--- config.mk ---
export PLATFORM = sky130hd
export DESIGN_NAME = hds_ctrl
export DESIGN_NICKNAME = d
export VERILOG_FILES = /design/src/heat_diffusion_stencil_step_macros.svh /design/src/hds_pkg.sv /design/src/hds_ctrl.sv
export SDC_FILE = /design/constraint.sdc
export NUM_CORES = 1
export LEC_CHECK = 0
export ABC_AREA = 1
export BUFFER_PORTS_ARGS = -buffer_cell sky130_fd_sc_hd__buf_4
export CORE_ASPECT_RATIO = 1.75
export CORE_MARGIN = 2
export CORE_UTILIZATION = 50
export CTS_CLUSTER_DIAMETER = 120
export DETAILED_ROUTE_END_ITERATION = 10
export PLACE_DENSITY_LB_ADDON = 0.12
export SLEW_MARGIN = 20
export SYNTH_ARGS = -nofsm -noshare
export SYNTH_HDL_FRONTEND = slang
export SYNTH_SLANG_ARGS = --single-unit
--- constraint.sdc ---
create_clock -name clk -period 6.6 [get_ports clk]
set_clock_uncertainty 0.15 [all_clocks]
set_input_delay 1.32 -clock clk [delete_from_list [all_inputs] [get_ports clk]]
set_output_delay 1.32 -clock clk [all_outputs]
set_load 0.02 [all_outputs]
--- src/heat_diffusion_stencil_step_macros.svh ---
// Assertion macros shared by the heat diffusion stencil block.
`ifndef HEAT_DIFFUSION_STENCIL_STEP_MACROS_SVH
`define HEAT_DIFFUSION_STENCIL_STEP_MACROS_SVH

// Same-cycle implication, sampled on clk, off while rst_n is low.
`define HDS_ASSERT_SAME(label, ante, cons, msg) \
  label: assert property (@(posedge clk) disable iff (!rst_n) (ante) |-> (cons)) \
    else $error(msg);

// Next-cycle implication, sampled on clk, off while rst_n is low.
`define HDS_ASSERT_NEXT(label, ante, cons, msg) \
  label: assert property (@(posedge clk) disable iff (!rst_n) (ante) |=> (cons)) \
    else $error(msg);

`endif

--- src/hds_pkg.sv ---
// Shared types and constants for the heat diffusion stencil block.
package hds_pkg;

  typedef struct packed {
    logic               cmd;
    logic signed [15:0] temperature;
    logic        [15:0] diffusivity;
  } in_beat_t;

  typedef struct packed {
    logic signed [15:0] new_temperature;
    logic               last_of_frame;
  } out_beat_t;

  typedef logic [1:0] cfg_idx_t;

  localparam cfg_idx_t CFG_GRID_WIDTH     = 2'd0;
  localparam cfg_idx_t CFG_GRID_HEIGHT    = 2'd1;
  localparam cfg_idx_t CFG_TIME_STEP_GAIN = 2'd2;

  localparam logic CMD_LOAD  = 1'b0;
  localparam logic CMD_DRAIN = 1'b1;

  localparam logic [8:0]  GRID_WIDTH_RESET     = 9'd256;
  localparam logic [15:0] GRID_HEIGHT_RESET    = 16'd256;
  // dt of about 0.1 in unsigned Q0.16
  localparam logic [15:0] TIME_STEP_GAIN_RESET = 16'd6554;

  localparam logic signed [15:0] TEMP_MAX = 16'sh7fff;
  localparam logic signed [15:0] TEMP_MIN = 16'sh8000;

  typedef enum logic [2:0] {
    ST_IDLE,
    ST_RD0,
    ST_RD1,
    ST_RD2,
    ST_CAPR,
    ST_LAP,
    ST_MUL,
    ST_FIN
  } ctrl_state_t;

  // Controller to datapath commands for one cycle.
  typedef struct packed {
    logic item_load;
    logic cap_ctr;
    logic cap_l;
    logic cap_r;
    logic calc_lap;
    logic calc_mul;
    logic fin_write_mid;
    logic fin_write_up;
    logic out_load;
    logic t_from_in;
    logic b_from_t;
    logic l_from_u;
    logic r_from_u;
    logic last;
  } dp_cmd_t;

endpackage

--- src/hds_ctrl.sv ---
// Sequencer for the heat diffusion stencil: grid position, item decode, read phases.
module hds_ctrl #(
  parameter int MAX_WIDTH = 256
) (
  input  logic                             clk,
  input  logic                             rst_n,
  input  logic                             in_valid,
  input  logic                             in_cmd,
  output logic                             in_stall,
  input  logic                             out_stall,
  output logic                             out_valid,
  input  logic [8:0]                       grid_width,
  input  logic [15:0]                      grid_height,
  input  logic                             restart,
  output hds_pkg::dp_cmd_t                 cmd,
  output logic [$clog2(MAX_WIDTH)-1:0]     ra_m,
  output logic [$clog2(MAX_WIDTH)-1:0]     ra_u,
  output logic [$clog2(MAX_WIDTH)-1:0]     wa
);

  localparam int AW = $clog2(MAX_WIDTH);
  localparam int CW = $clog2(MAX_WIDTH + 1);

  hds_pkg::ctrl_state_t state_r, state_nxt;
  logic [AW-1:0] col_r, col_nxt;
  logic [15:0]   row_r, row_nxt;
  logic [AW-1:0] x_r, x_nxt;
  logic          op_load_r, op_load_nxt;
  logic          wr_up_r, wr_up_nxt;
  logic          produce_r, produce_nxt;
  logic          t_in_r, t_in_nxt;
  logic          last_r, last_nxt;
  logic          out_valid_r, out_valid_nxt;

  logic [CW-1:0] w_eff;
  logic [15:0]   h_eff;
  logic [AW-1:0] wm1, wm2, a1, a2;
  logic          col_last, out_free;

  always_comb begin
    if (grid_width < 9'd2) begin
      w_eff = CW'(2);
    end else if (32'(grid_width) > MAX_WIDTH) begin
      w_eff = CW'(MAX_WIDTH);
    end else begin
      w_eff = CW'(grid_width);
    end
  end

  assign h_eff    = (grid_height < 16'd2) ? 16'd2 : grid_height;
  assign wm1      = AW'(w_eff - CW'(1));
  assign wm2      = AW'(w_eff - CW'(2));
  assign col_last = (col_r == wm1);
  assign a1       = (x_r != '0) ? x_r - AW'(1) : AW'(1);
  assign a2       = (x_r != wm1) ? x_r + AW'(1) : wm2;
  assign out_free = !out_valid_r || !out_stall;

  always_ff @(posedge clk) begin
    if (!rst_n) begin
      state_r     <= hds_pkg::ST_IDLE;
      col_r       <= '0;
      row_r       <= '0;
      out_valid_r <= 1'b0;
    end else begin
      state_r     <= state_nxt;
      col_r       <= col_nxt;
      row_r       <= row_nxt;
      out_valid_r <= out_valid_nxt;
    end
  end

  always_ff @(posedge clk) begin
    x_r       <= x_nxt;
    op_load_r <= op_load_nxt;
    wr_up_r   <= wr_up_nxt;
    produce_r <= produce_nxt;
    t_in_r    <= t_in_nxt;
    last_r    <= last_nxt;
  end

  always_comb begin
    state_nxt   = state_r;
    col_nxt     = col_r;
    row_nxt     = row_r;
    x_nxt       = x_r;
    op_load_nxt = op_load_r;
    wr_up_nxt   = wr_up_r;
    produce_nxt = produce_r;
    t_in_nxt    = t_in_r;
    last_nxt    = last_r;
    cmd         = '0;
    ra_m        = x_r;
    ra_u        = x_r;
    in_stall    = 1'b1;

    cmd.t_from_in = t_in_r;
    cmd.b_from_t  = !op_load_r;
    cmd.l_from_u  = op_load_r && (x_r != '0);
    cmd.r_from_u  = op_load_r && (x_r == wm1);
    cmd.last      = last_r;

    case (state_r)
      hds_pkg::ST_IDLE: begin
        in_stall = 1'b0;
        if (in_valid) begin
          cmd.item_load = 1'b1;
          x_nxt         = col_r;
          t_in_nxt      = (row_r == 16'd1);
          last_nxt      = 1'b0;
          if (in_cmd == hds_pkg::CMD_LOAD) begin
            // loads past the last row are dropped
            if (row_r < h_eff) begin
              op_load_nxt = 1'b1;
              wr_up_nxt   = (row_r != '0);
              produce_nxt = (row_r != '0);
              state_nxt   = (row_r != '0) ? hds_pkg::ST_RD0 : hds_pkg::ST_FIN;
              if (col_last) begin
                col_nxt = '0;
                row_nxt = row_r + 16'd1;
              end else begin
                col_nxt = col_r + AW'(1);
              end
            end
          end else begin
            // drain ticks count only once the last row is in
            if (row_r >= h_eff) begin
              op_load_nxt = 1'b0;
              wr_up_nxt   = 1'b0;
              produce_nxt = 1'b1;
              last_nxt    = col_last;
              state_nxt   = hds_pkg::ST_RD0;
              if (col_last) begin
                col_nxt = '0;
                row_nxt = '0;
              end else begin
                col_nxt = col_r + AW'(1);
              end
            end
          end
        end
      end
      hds_pkg::ST_RD0: begin
        state_nxt = hds_pkg::ST_RD1;
      end
      hds_pkg::ST_RD1: begin
        ra_m        = a1;
        ra_u        = a1;
        cmd.cap_ctr = 1'b1;
        state_nxt   = hds_pkg::ST_RD2;
      end
      hds_pkg::ST_RD2: begin
        ra_m      = a2;
        ra_u      = wm2;
        cmd.cap_l = 1'b1;
        state_nxt = hds_pkg::ST_CAPR;
      end
      hds_pkg::ST_CAPR: begin
        cmd.cap_r = 1'b1;
        state_nxt = hds_pkg::ST_LAP;
      end
      hds_pkg::ST_LAP: begin
        cmd.calc_lap = 1'b1;
        state_nxt    = hds_pkg::ST_MUL;
      end
      hds_pkg::ST_MUL: begin
        cmd.calc_mul = 1'b1;
        state_nxt    = hds_pkg::ST_FIN;
      end
      hds_pkg::ST_FIN: begin
        // hold until the output register can take the result
        if (!produce_r || out_free) begin
          cmd.fin_write_mid = op_load_r;
          cmd.fin_write_up  = wr_up_r;
          cmd.out_load      = produce_r;
          state_nxt         = hds_pkg::ST_IDLE;
        end
      end
      default: begin
        state_nxt = hds_pkg::ST_IDLE;
      end
    endcase

    if (restart) begin
      col_nxt = '0;
      row_nxt = '0;
    end
  end

  always_comb begin
    if (cmd.out_load) begin
      out_valid_nxt = 1'b1;
    end else if (!out_stall) begin
      out_valid_nxt = 1'b0;
    end else begin
      out_valid_nxt = out_valid_r;
    end
  end

  assign out_valid = out_valid_r;
  assign wa        = x_r;

endmodule

=== After elaboration in Yosys (flattened, before gate mapping) ===
Index checks and enable logic that the tools add are counted.

* Bits in registers: 41
* Input bits: 31
* Logic and storage cells: 99

* $add $sub $neg: 6
* Magnitude comparators: 5
* Equality and inequality tests: 17
* Muxes and demuxes: 42
* Bitwise logic cells: 1
* Reduce and logical (&&, ||, !) cells: 18

{| class="wikitable"
|+ Operators with widths
! cell !! count
|-
| $mux W16 || 6
|-
| $mux W8 || 8
|-
| $pmux W8 S2 || 2
|-
| $mux W3 || 8
|-
| $pmux W3 S8 || 1
|-
| $mux W1 || 17
|-
| $add A16 B1 Y16 const B || 1
|-
| $add A8 B1 Y8 const B || 2
|-
| $eq A16 B1 Y1 const B || 1
|-
| $eq A8 B8 Y1 || 2
|-
| $ge A16 B16 Y1 || 1
|-
| $lt A16 B16 Y1 || 1
|-
| $lt A16 B2 Y1 const B || 1
|-
| $reduce_bool A16 Y1 || 1
|-
| $sub A8 B1 Y8 const B || 2
|-
| $eq A3 B3 Y1 const B || 4
|-
| $gt A9 B9 Y1 const B || 1
|-
| $lt A9 B2 Y1 const B || 1
|-
| $ne A8 B8 Y1 || 1
|-
| $reduce_and A4 Y1 || 2
|-
| $reduce_bool A8 Y1 || 1
|-
| $sub A8 B2 Y8 const B || 1
|-
| $eq A3 B2 Y1 const B || 2
|-
| $ne A3 B3 Y1 const B || 2
|-
| 12 further kinds || 20
|}

=== Logic depth before layout (Yosys ltp) ===
Gate-level depths: netlist (run 1).

* Word-level depth: 8
* Depth in mapped cells: 22
* Mapped depth without buffers: 22

=== Worst setup path after synthesis (run 1) ===
Ideal clock, no wire load.

* Path type: input-to-output
* From: input grid_width[5]
* To: output ra_m[1]
* Arrival time: 3.477 ns
* Path slack: 1.653 ns
* Stages on the path: 18
* Buffers on the path: 0
* Path through: nor2_2 nand4_1 nand2_2 nand2_1 nand2_1 inv_1 ha_1 nand3_2 nand2_2 inv_2 nand2_1 nand2_1 nand2_1 nand2_1 nand3_1 nor2_4 a21oi_1 o21ai_0

* Cells in the longest elaborated chain, start to end: 7
* Elaborated cells between the ends (all ways): 9

{| class="wikitable"
|+ Ends and longest elaborated chain
! item !! line !! RTL
|-
| from (decl) || hds_ctrl.sv:12 || <nowiki>input logic [8:0] grid_width,</nowiki>
|-
| $gt A9 B9 Y1 || hds_ctrl.sv:43 || <nowiki>end else if (32'(grid_width) > MAX_WIDTH) begin</nowiki>
|-
| $mux W8 || hds_ctrl.sv:43 ||
|-
| $mux W8 (*) || hds_ctrl.sv:41 || <nowiki>if (grid_width < 9'd2) begin</nowiki>
|-
| $sub A8 B1 Y8 || hds_ctrl.sv:51 || <nowiki>assign wm1 = AW'(w_eff - CW'(1));</nowiki>
|-
| $ne A8 B8 Y1 || hds_ctrl.sv:55 || <nowiki>assign a2 = (x_r != wm1) ? x_r + AW'(1) : wm2;</nowiki>
|-
| $mux W8 (*) || hds_ctrl.sv:55 ||
|-
| $pmux W8 S2 (*) || hds_ctrl.sv:102 || <nowiki>case (state_r)</nowiki>
|-
| to (decl) || hds_ctrl.sv:16 || <nowiki>output logic [$clog2(MAX_WIDTH)-1:0] ra_m,</nowiki>
|}

Mark *: on every way between the ends. The rest lies on a longest branch, timed or not.

=== Final worst setup path (run 1) ===
* From: input grid_width[3]
* To: output ra_m[4]

The elaborated chain is that of the path after synthesis.

==> results summary, run 1 <==
For the worst-skew pair, the clock arrives at the later sink with an insertion delay of 0.28 ns. The first global-routing pass estimated 17500 µm of wire. The cell count after synthesis came out at 599. Summed over all layers, the routed wires come to 10600 µm. Across the whole layout, storage elements account for 951 µm². The number of placement rows is 42. A synthesized cell averages 6.30 µm².

The number of standard cells in the final layout excluding fillers is 757. The total chip power came out at 979 µW. The post-placement setup slack came out at 1.33 ns. The layout overhead on the synthesized area came out at 19.2%. The clock-pin slew on the worst setup and hold paths is 0.06 ns. The final design instance area without fill came out at 4500 µm². In this run the standard cell core region covers 7460 µm². The die is 69.7 µm wide. The number of top-level design ports came out at 71. Of the total synthesized cell area, the portion taken by AND, OR, NAND and NOR gates is 0.391. After synthesis, the netlist uses 36 different library cells. The overall track demand over capacity in global routing came out at 0.261. The area of the multi-input gates came out at 2320 µm². The fraction of layout cells with a size suffix above 1 came out at 0.158.

Clock tree synthesis selected as its root buffer the cell sky130_fd_sc_hd__clkbuf_16. The number of warnings reported in the yosys synthesis log is 0. Measured on the finished design, the core utilization comes to 0.603. The path class of the tightest hold or removal check is register to register.

The detailed-route vias per instance came out at 5.35. The number of antenna violations at the first check in global routing came out at 0. Detailed placement finished with a half-perimeter wire length of 8960 µm. The dominant combinational cell family by area after synthesis is simple AND/OR/NAND/NOR gates.

The count of final max-slew check failures came to 0. The number of port buffers is 70. STA classifies the critical path startpoint as a primary input. Summed over all cells, the static leakage comes to 2.29 nW. Final hold analysis gives a worst-case slack of 0.366 ns. The worst setup path is captured at a primary output.

The highest net fanout along the worst path is 10. The maximum vdd ir drop came out at 0.000183 V. The kind of critical path is primary input to primary output. The number of placed instances, taps included, is 749.

The standard cell area after detailed placement is 4360 µm². The number of flops mapped to enable cells by yosys came out at 13. The share of cell area taken by muxes after synthesis is 0.

The maximum buffer depth of the clock tree came out at 2. The count of max-cap constraint violations came out at 0. The share of synthesized area occupied by flip-flops and latches came out at 0.252. The full die area came out at 8290 µm².

The height of the die is 119 µm. The flip-flop and latch count after synthesis is 41. The maximum level of the CTS H-tree is 2. Timing would allow up to 189 MHz.

The async set-or-reset flop fraction in the synthesized netlist is 0. The maximum number of pins on one net before global-route repair came out at 25. The slew of the pin with the lowest slew margin came out at 0.756 ns.

The headroom to the max-slew limit is 0.496. The post-cts hold buffer count came out at 0. The number of detailed-route iterations in the first pass is 4. 0 antenna diodes ended up in the layout. The post-route clock period utilization is 0.802.

The effective utilization at floorplan is 0.506. The global placement routability congestion is 0.931. The critical path arrival came out at 3.82 ns. The first-iteration detailed-routing DRC count is 136. The final number of hold-violating endpoints was 0. The layout net count is 725.

Setup repair after global routing left no endpoint under its margin. The required time of the worst setup path came out at 5.13 ns. The filler cell count in the final layout came out at 759. The predominant post-synthesis flop cell is sky130_fd_sc_hd__dfxtp_1.

The total overflow reported by the global router is 0. The number of setup buffers added after CTS is 0. The number of antenna-violating nets in the routed design is 0. The aggregate negative setup slack came out at 0 ns. The xor-xnor portion of the synthesized cell area is 0.0464. The run finished with clean final reports. Buffers inserted during clock tree synthesis total 5.

Across all layers, the routed design uses 4051 vias. The final critical delay including setup and external delays came out at 5.29 ns. The number of global-route vias before repair came out at 4008. The post-detailed-route wirelength per cell is 14.0 µm. TritonCTS built the clock tree.

The area share of fa/ha/maj cells after synthesis came out at 0.0861. Setup slack on the critical path of the routed design comes to 1.31 ns. The post-cts resize count came out at 0. The tree built by TritonCTS fans out to 41 sinks.

The post-synthesis compound-gate area fraction came out at 0.0898. The number of nets in the synthesized netlist is 656. The power density over cell area came out at 218 nW/µm². The netlist area before placement is 3780 µm².

Setup violations remaining at the end of the flow were counted as 0. For this run, design rule violations remaining after detail routing come to 0.
-- where the power goes --
part / leakage, nW / switching (mW) / internal (mW) / total (mW)
logic: 1.87 / 0.267 / 0.161 / 0.429
clock network: 0.0696 / 0.0967 / 0.139 / 0.235
registers: 0.352 / 0.0308 / 0.284 / 0.315
total: 2.29 / 0.395 / 0.584 / 0.979
-- state kept, by name, summed over array words and instances, names as in the netlist --
register,flops
row_r,16
col_r,8
wa,8
state_r,3
last_r,1
op_load_r,1
out_valid,1
produce_r,1
t_in_r,1
wr_up_r,1
-- routing by layer --
layer,wire (µm),up-vias,global-route usage
met3,395,42,0.0305
met4,642,0,0.159
met1,3580,1820,0.233
met2,5980,114,0.531
li1,-,2075,-
met5,0,-,0
-- synthesized netlist by cell type (all sizes together), types with 8 or more instances --
library cell,n,area (µm²)
nand2,132,526
inv,119,447
nor2,76,310
nand3,62,320
dfxtp,28,561
ha,26,325
o21ai,24,120
nand4,23,144
a21oi,22,110
nor3,20,110
xor2,15,131
edfxtp,13,390
buf,8,58.8
-- final cells by class --
| cell class | instances | share of cell area |
|---|---|---|
| repair buffers | 71 | 0.118 |
| clock buffers | 5 | 0.0278 |
| inverters | 119 | 0.0993 |
| multi-input cells | 430 | 0.515 |
| well taps | 88 | 0.0245 |
| clock inverters | 3 | 0.00389 |
| flip-flops and latches | 41 | 0.211 |
-- critical path: stages --
cell and delay [ns]:
sky130_fd_sc_hd__buf_4 0.13, sky130_fd_sc_hd__nor2_1 0.15, sky130_fd_sc_hd__nand4_1 0.12, sky130_fd_sc_hd__nand2_2 0.19, sky130_fd_sc_hd__nand2_1 0.07, sky130_fd_sc_hd__nand2_1 0.12, sky130_fd_sc_hd__inv_1 0.11, sky130_fd_sc_hd__ha_1 0.20
sky130_fd_sc_hd__nand3_2 0.11, sky130_fd_sc_hd__nand2_2 0.08, sky130_fd_sc_hd__inv_2 0.08, sky130_fd_sc_hd__nand2_1 0.05, sky130_fd_sc_hd__nand2_1 0.09, sky130_fd_sc_hd__nand2_1 0.10, sky130_fd_sc_hd__nand2_1 0.07, sky130_fd_sc_hd__nand3_1 0.11
sky130_fd_sc_hd__nor2_4 0.21, sky130_fd_sc_hd__nand2_4 0.11, sky130_fd_sc_hd__nand2_1 0.08, sky130_fd_sc_hd__nand2_1 0.05, sky130_fd_sc_hd__o21ai_1 0.13, sky130_fd_sc_hd__buf_4 0.15
-- kinds of logic (layout without fill, tap and decap cells) --
kind of cell | count (synthesis) | after routing
xor+xnor | 20 | 20
flops | 41 | 41
buf+inv | 128 | 198
simple gates | 323 | 323
compound gates | 61 | 61
fa+ha+maj | 26 | 26
-- placed cells by master, fill, tap and decap left out, types with 3 or more instances in the layout --
cell type | synthesis | final
sky130_fd_sc_hd__dfxtp_1 | 28 | 28
sky130_fd_sc_hd__nor4_1 | 5 | 5
sky130_fd_sc_hd__clkbuf_16 | 0 | 5
sky130_fd_sc_hd__o21ai_1 | 4 | 4
sky130_fd_sc_hd__xor2_1 | 15 | 15
sky130_fd_sc_hd__xnor2_1 | 5 | 5
sky130_fd_sc_hd__nor3_1 | 18 | 18
sky130_fd_sc_hd__edfxtp_1 | 13 | 13
sky130_fd_sc_hd__nand4_1 | 23 | 23
sky130_fd_sc_hd__nor2_1 | 70 | 70
sky130_fd_sc_hd__inv_2 | 5 | 5
sky130_fd_sc_hd__a21oi_1 | 22 | 22
sky130_fd_sc_hd__o22ai_1 | 3 | 3
sky130_fd_sc_hd__o21ai_0 | 20 | 20
sky130_fd_sc_hd__nor2_2 | 4 | 4
sky130_fd_sc_hd__a22oi_1 | 3 | 3
sky130_fd_sc_hd__buf_4 | 5 | 71
sky130_fd_sc_hd__o211ai_1 | 4 | 4
sky130_fd_sc_hd__nand2_1 | 122 | 122
sky130_fd_sc_hd__nand2_2 | 9 | 9
sky130_fd_sc_hd__ha_1 | 26 | 26
sky130_fd_sc_hd__inv_1 | 114 | 114
sky130_fd_sc_hd__nand3_1 | 60 | 60
-- final timing paths --
| check | from | end | slack (ns) | cells after the start |
|---|---|---|---|---|
| worst min-delay path | out_valid | out_valid | 0.37 | 2 |
| worst max register to register | row_r[7] | row_r[12] | 3.74 | 15 |
| worst max-delay path | grid_width[3] | ra_m[4] | 1.31 | 22 |
| worst min register to register | out_valid | out_valid | 0.37 | 2 |
No activity file was read; power rests on OpenSTA's default activity.
==> run 2: changes to the inputs <==
clock period = 4.3 ns   (was 6.6 ns; I/O delays follow)
==> run 2 against run 1 <==
- critical endpoint is now ra_m[6]
- largest cell class unchanged
- highest routed layer unchanged
- register-to-register slack got worse by 2.1 ns
- non-clock buffer count is 13 higher
- setup slack worse by 1.2 ns
- largest power group unchanged
- global-route usage up 1.1 points
- count of clock-buffer cells in the layout grew 1
- combinational power is 61% higher
- hold slack got worse by 0.029 ns
==> results summary, run 2 (synthesis gave the netlist of run 1 again) <==
Run status: completed (unchanged). The detailed-route vias per instance is 5.37 (was 5.35). The number of antenna violations at the first check in global routing is 0 (unchanged). The post-detailed-route wirelength per cell came out at 14.4 µm (was 14.0 µm).

The global placement routability congestion is 0.972 (was 0.931). The area of the core is 7460 µm² (unchanged). The number of flip-flops in the largest register is 16 (unchanged). The static leakage power came out at 2.38 nW (was 2.29 nW). The full die area came out at 8290 µm² (unchanged). The number of standard cells in the final layout excluding fillers came to 770 (was 757). The wire length of the first global-routing pass came out at 18100 µm (was 17500 µm). The kind of critical path is primary input to primary output (unchanged). The path category of the worst min-delay check is register to register (unchanged).

The number of global-route vias before repair came out at 4108 (was 4008). The number of detailed-route iterations in the first pass was 4 (unchanged). The number of placement rows is 42 (unchanged). The smallest setup slack after layout is 0.130 ns (was 1.31 ns). The count of max-cap constraint violations came out at 0 (unchanged). The register name with the most flops was row_r (unchanged). The overall track demand over capacity in global routing is 0.272 (was 0.261). The maximum level of the CTS H-tree came to 2 (unchanged). The capturing element type of the critical path is a primary output (unchanged). Most frequent cells in the layout: sky130_fd_sc_hd__nand2_1, sky130_fd_sc_hd__inv_1, sky130_fd_sc_hd__buf_4 (unchanged).

The effective utilization at floorplan is 0.506 (unchanged). The fraction of power consumed by combinational cells is 0.435 (was 0.438). The final critical delay including setup and external delays came out at 4.17 ns. The post-route clock period utilization came out at 0.970. The detailed-route DRC error count was 0 (unchanged).

The count of final max-slew check failures came out at 0 (unchanged). The maximum number of pins on one net before global-route repair came out at 25 (unchanged). The critical path arrival was 3.16 ns (was 3.82 ns). The highest net fanout along the worst path came out at 6 (was 10). The standard cell area after detailed placement is 4400 µm² (was 4360 µm²). The maximum vdd ir drop came to 0.000188 V (was 0.000183 V). The fraction of layout cells with a size suffix above 1 is 0.191 (was 0.158). The filler cell count in the final layout came to 744 (was 759). The aggregate negative setup slack came out at 0 ns (unchanged). The number of port buffers is 70 (unchanged). The total chip power was 1.59 mW (was 979 µW).

The power density over cell area came out at 340 nW/µm² (was 218 nW/µm²). The clock tree from TritonCTS is done (unchanged). The number of CTS-inserted buffers came out at 5 (unchanged). The layout net count is 738 (was 725). The wire length reported by the detailed router was 11100 µm (was 10600 µm). The vias after detailed routing is 4137 (was 4051). The estimated wirelength of the detail-placed design is 9100 µm (was 8960 µm). The sink count of the clock tree was 41 (unchanged). The number of diodes added for antenna fixing came out at 0 (unchanged). The post-cts hold buffer count was 0 (unchanged). The source-to-sink clock delay at the later pin of the worst-skew pair is 0.28 ns (about the same).

The fraction of power spent switching nets is 0.386 (was 0.403). The power dissipated by switching net loads came to 613 µW (was 395 µW). The first-iteration detailed-routing DRC count is 236 (was 136).

The maximum buffer depth of the clock tree is 2 (unchanged). The number of top-level design ports is 71 (unchanged). The final hold slack was 0.337 ns (was 0.366 ns). The headroom to the max-slew limit came out at 0.676 (was 0.496).

The relative contribution of sequential cells to total power is 0.302 (was 0.322). The number of antenna-violating nets in the routed design was 0 (unchanged). The achievable frequency is 240 MHz.

The CTS root buffer is sky130_fd_sc_hd__clkbuf_16 (unchanged). The slew of the pin with the lowest slew margin is 0.483 ns (was 0.756 ns). The height of the die was 119 µm (unchanged). The clock-pin slew on the worst setup and hold paths came out at 0.05 ns (was 0.06 ns). The number of failing setup endpoints in the final timing report is 0 (unchanged). The total overflow reported by the global router came to 0 (unchanged). The type of element launching the critical path is a primary input (unchanged).

The final standard cell utilization of the core came out at 0.626 (was 0.603). The required time of the worst setup path came out at 3.29 ns (was 5.13 ns). The clock share of power came out at 0.262 (was 0.240). The layout overhead on the synthesized area is 23.8% (was 19.2%).

The final design instance area without fill came out at 4670 µm² (was 4500 µm²). The most common cell after layout, fill and taps aside is sky130_fd_sc_hd__nand2_1 (unchanged). The x dimension of the die was 69.7 µm (unchanged).

The cell internal power dissipation came out at 974 µW (was 584 µW). The cell total after placement came to 755 (was 749). The final number of hold-violating endpoints is 0 (unchanged). The post-placement setup slack is 0.0899 ns (was 1.33 ns).
[run 2: path summary, 6_finish.rpt]
check / startpoint / end / slack (ns) / cells after the start
max: grid_width[3] / ra_m[6] / 0.13 / 19
min: out_valid / out_valid / 0.34 / 2
max reg2reg: row_r[15] / col_r[6] / 1.60 / 13
min reg2reg: out_valid / out_valid / 0.34 / 2
[run 2: routing by layer]
layer	wire [µm]	track usage	up-vias	share of wire
met2	6370	0.539	108	0.57
met3	352	0.0228	45	0.032
met5	0	0	-	0
li1	-	-	2099	-
met1	3660	0.248	1885	0.33
met4	698	0.194	0	0.063
[run 2: layout make-up]
type	instances	area [µm²]	area share
well taps	88	110	0.0236
inverters	119	447	0.0956
repair buffers	84	647	0.138
flip-flops and latches	41	951	0.203
clock inverters	2	35.0	0.00749
clock buffers	6	129	0.0276
multi-input cells	430	2360	0.504
[run 2: power groups by stage]
stage | sequential, mW | combinational, mW | clock (mW)
finish | 0.480 | 0.691 | 0.417
CTS | 0.479 | 0.674 | 0.427
floorplan | 0.489 | 0.408 | 0
global placement | 0.486 | 0.668 | 0
global route | 0.484 | 0.754 | 0.445
detailed placement | 0.487 | 0.672 | 0
[run 2: what timing repair did]
item,in CTS,in global routing
resized for setup,0,17
setup endpoints to repair,0,8
buffers inserted,0,7
[run 2: critical path, cell delays in order]
cell and delay, ns:
sky130_fd_sc_hd__buf_4 0.14, sky130_fd_sc_hd__nor2_2 0.12, sky130_fd_sc_hd__nand4_1 0.10, sky130_fd_sc_hd__nand2_2 0.11
sky130_fd_sc_hd__nand2_1 0.07, sky130_fd_sc_hd__nand2_2 0.07, sky130_fd_sc_hd__inv_2 0.06, sky130_fd_sc_hd__ha_2 0.35
sky130_fd_sc_hd__xor2_1 0.14, sky130_fd_sc_hd__o21ai_0 0.10, sky130_fd_sc_hd__a21oi_1 0.12, sky130_fd_sc_hd__nand2_1 0.10
sky130_fd_sc_hd__nor2_4 0.20, sky130_fd_sc_hd__nand2_4 0.08, sky130_fd_sc_hd__buf_12 0.14, sky130_fd_sc_hd__nand2_1 0.05
sky130_fd_sc_hd__nand2_1 0.04, sky130_fd_sc_hd__o21ai_1 0.14, sky130_fd_sc_hd__buf_4 0.15
==> run 3: changes to the inputs <==
CTS_BUF_LIST = sky130_fd_sc_hd__clkbuf_8   (was unset)
==> run 3 against run 2 <==
- clock power shrank 27%
- register-to-register slack improved by 0.02 ns
- die area is the same
- cell area shrank 1.2%
- hold slack gained 0.0027 ns
- first-iteration DRC count decreased by 3.4%
- core utilization fell by 0.75 points
==> results summary, run 3 (synthesis gave the netlist of run 1 again) <==
The number of antenna violations at the first check in global routing came out at 0 (unchanged). The post-placement setup slack came to 0.0899 ns (unchanged). The headroom to the max-slew limit came to 0.675 (was 0.676). The most common cell after layout, fill and taps aside is sky130_fd_sc_hd__nand2_1 (unchanged). The capturing element type of the critical path is a primary output (unchanged). The count of max-cap constraint violations is 0 (unchanged). The library cell appearing most often on the critical path is sky130_fd_sc_hd__nand2_1 (unchanged).

The final hold slack is 0.340 ns (was 0.337 ns). The type of element launching the critical path is a primary input (unchanged). The number of top-level design ports came out at 71 (unchanged). The number of failing setup endpoints in the final timing report is 0 (unchanged). The power density over cell area came to 320 nW/µm² (was 340 nW/µm²). Run status: completed (unchanged). The clock tree from TritonCTS is done (unchanged).

The global placement routability congestion came out at 0.972 (unchanged). The total chip power came out at 1.48 mW (was 1.59 mW). Most frequent cells in the layout: sky130_fd_sc_hd__nand2_1, sky130_fd_sc_hd__inv_1, sky130_fd_sc_hd__buf_4 (unchanged).

The highest net fanout along the worst path is 6 (unchanged). The post-route clock period utilization is 0.968 (was 0.970). The detailed-route vias per instance was 5.40 (was 5.37). The estimated wirelength of the detail-placed design came out at 9100 µm (unchanged).

The family of cells with the greatest summed delay on the critical path was simple AND/OR/NAND/NOR gates (unchanged). The maximum number of pins on one net before global-route repair came out at 25 (unchanged). The layout overhead on the synthesized area is 22.3% (was 23.8%). The layout net count was 738 (unchanged). The uppermost layer routed was met4 (unchanged).

The first-iteration detailed-routing DRC count came out at 228 (was 236). The vias after detailed routing is 4159 (was 4137). The path category of the worst min-delay check is register to register (unchanged). The critical path arrival is 3.15 ns (was 3.16 ns). The slew of the pin with the lowest slew margin is 0.483 ns (about the same).

The detailed route wirelength on metal2 came out at 6260 µm (was 6370 µm). The overall track demand over capacity in global routing is 0.269 (was 0.272). The final critical delay including setup and external delays is 4.16 ns (was 4.17 ns).

The detailed-route DRC error count came to 0 (unchanged). The height of the die was 119 µm (unchanged). List of cells traversed by the critical path: buf_4 > nor2_2 > nand4_1 > nand2_2 > nand2_1 > nand2_2 > inv_2 > ha_2 > xor2_1 > o21ai_0 > a21oi_1 > nand2_1 > nor2_4 > nand2_4 > buf_12 > nand2_1 > nand2_1 > o21ai_1 > buf_4 (unchanged). The full die area came out at 8290 µm² (unchanged). The required time of the worst setup path was 3.29 ns (about the same). The number of flip-flops in the largest register came out at 16 (unchanged). The number of global-route vias before repair came out at 4082 (was 4108). The number of detailed-route iterations in the first pass is 5 (was 4). The register name with the most flops was row_r (unchanged). The count of final max-slew check failures is 0 (unchanged). The fraction of layout cells with a size suffix above 1 is 0.191 (unchanged). The maximum single-stage delay on the critical path came to 0.35 ns (about the same). The CTS root buffer was sky130_fd_sc_hd__clkbuf_8 (was sky130_fd_sc_hd__clkbuf_16). The effective utilization at floorplan is 0.506 (unchanged). The number of placement rows came to 42 (unchanged). The filler cell count in the final layout is 752 (was 744). The met1 routed wirelength after detailed routing was 3620 µm (was 3660 µm). The area of the core is 7460 µm² (unchanged). The maximum level of the CTS H-tree came out at 2 (unchanged).

The kind of critical path is primary input to primary output (unchanged). The sink count of the clock tree came out at 41 (unchanged). The wire length of the first global-routing pass came out at 17900 µm (was 18100 µm).

The final number of hold-violating endpoints is 0 (unchanged). The post-cts hold buffer count is 0 (unchanged). The number of port buffers came to 70 (unchanged).

The routed wire length on met3 is 418 µm (was 352 µm). The smallest setup slack after layout is 0.136 ns (was 0.130 ns). The source-to-sink clock delay at the later pin of the worst-skew pair is 0.30 ns (was 0.28 ns). The total overflow reported by the global router came to 0 (unchanged). The cell with the largest stage delay on the worst path was sky130_fd_sc_hd__ha_2 (unchanged). The static leakage power was 2.35 nW (was 2.38 nW). The maximum vdd ir drop is 0.000170 V (was 0.000188 V). The post-detailed-route wirelength per cell is 14.3 µm (was 14.4 µm). The achievable frequency is 240 MHz (about the same). The clock-pin slew on the worst setup and hold paths came out at 0.07 ns (was 0.05 ns). The number of antenna-violating nets in the routed design came out at 0 (unchanged). The number of CTS-inserted buffers is 5 (unchanged). The count of buffer and inverter cells on the critical path is 4 (unchanged). The number of diodes added for antenna fixing is 0 (unchanged). The wire length reported by the detailed router is 11000 µm (was 11100 µm). The maximum buffer depth of the clock tree came out at 2 (unchanged). The x dimension of the die came to 69.7 µm (unchanged).
[run 3: cell types whose count changed in the layout (fill, tap and decap cells not counted), sizes merged]
cell	previous run	this run
inv	119	120
clkbuf	6	5
[run 3: through the flow]
| stage | utilization | area (µm²) | std cells | setup TNS, ns |
|---|---|---|---|---|
| after global placement | 0.590 | 4400 | 755 | 0 |
| final | 0.619 | 4620 | 770 | 0 |
| after floorplan | - | 3780 | 599 | 0 |
| after CTS | 0.604 | 4510 | 763 | 0 |
| after global routing | 0.619 | 4620 | 770 | -0.0552 |
| after detailed placement | 0.590 | 4400 | 755 | 0 |
[run 3: what timing repair did]
action / 4_1_cts / 5_1_grt
gates resized for setup: 0 / 17
buffers inserted: 0 / 7
setup endpoints to repair: 0 / 8
[run 3: path summary, 6_finish.rpt]
kind                      start        end  slack, ns  cells after the start
hold / removal        out_valid  out_valid       0.34                      2
setup / recovery  grid_width[3]    ra_m[6]       0.14                     19
setup reg to reg      row_r[15]   col_r[6]       1.62                     13
hold reg to reg       out_valid  out_valid       0.34                      2
[run 3: layout make-up]
type	count	area, µm²	share of cell area
multi-input combinational	430	2360	0.510
clock buffer	5	68.8	0.0149
timing repair buffer	84	647	0.140
sequential	41	951	0.206
clock inverter	3	38.8	0.00840
tap	88	110	0.0238
inverter	119	447	0.0967
[run 3: where the power goes]
part	leakage (nW)	switching, mW	internal [mW]	total, mW
sequential	0.352	0.0452	0.435	0.480
clock	0.0593	0.134	0.170	0.304
combinational	1.94	0.426	0.266	0.691
[run 3: per-layer routing]
layer  vias to the layer above  global-route usage
met5                         -                   0
met4                         0               0.186
met2                       126               0.535
met3                        49              0.0228
li1                       2099                   -
met1                      1885               0.246
[run 3: tightest hold or removal path, stage by stage, from the launching register on]
cell and delay (ns):
sky130_fd_sc_hd__dfxtp_1 0.31, sky130_fd_sc_hd__nand2_1 0.07, sky130_fd_sc_hd__a21oi_1 0.06
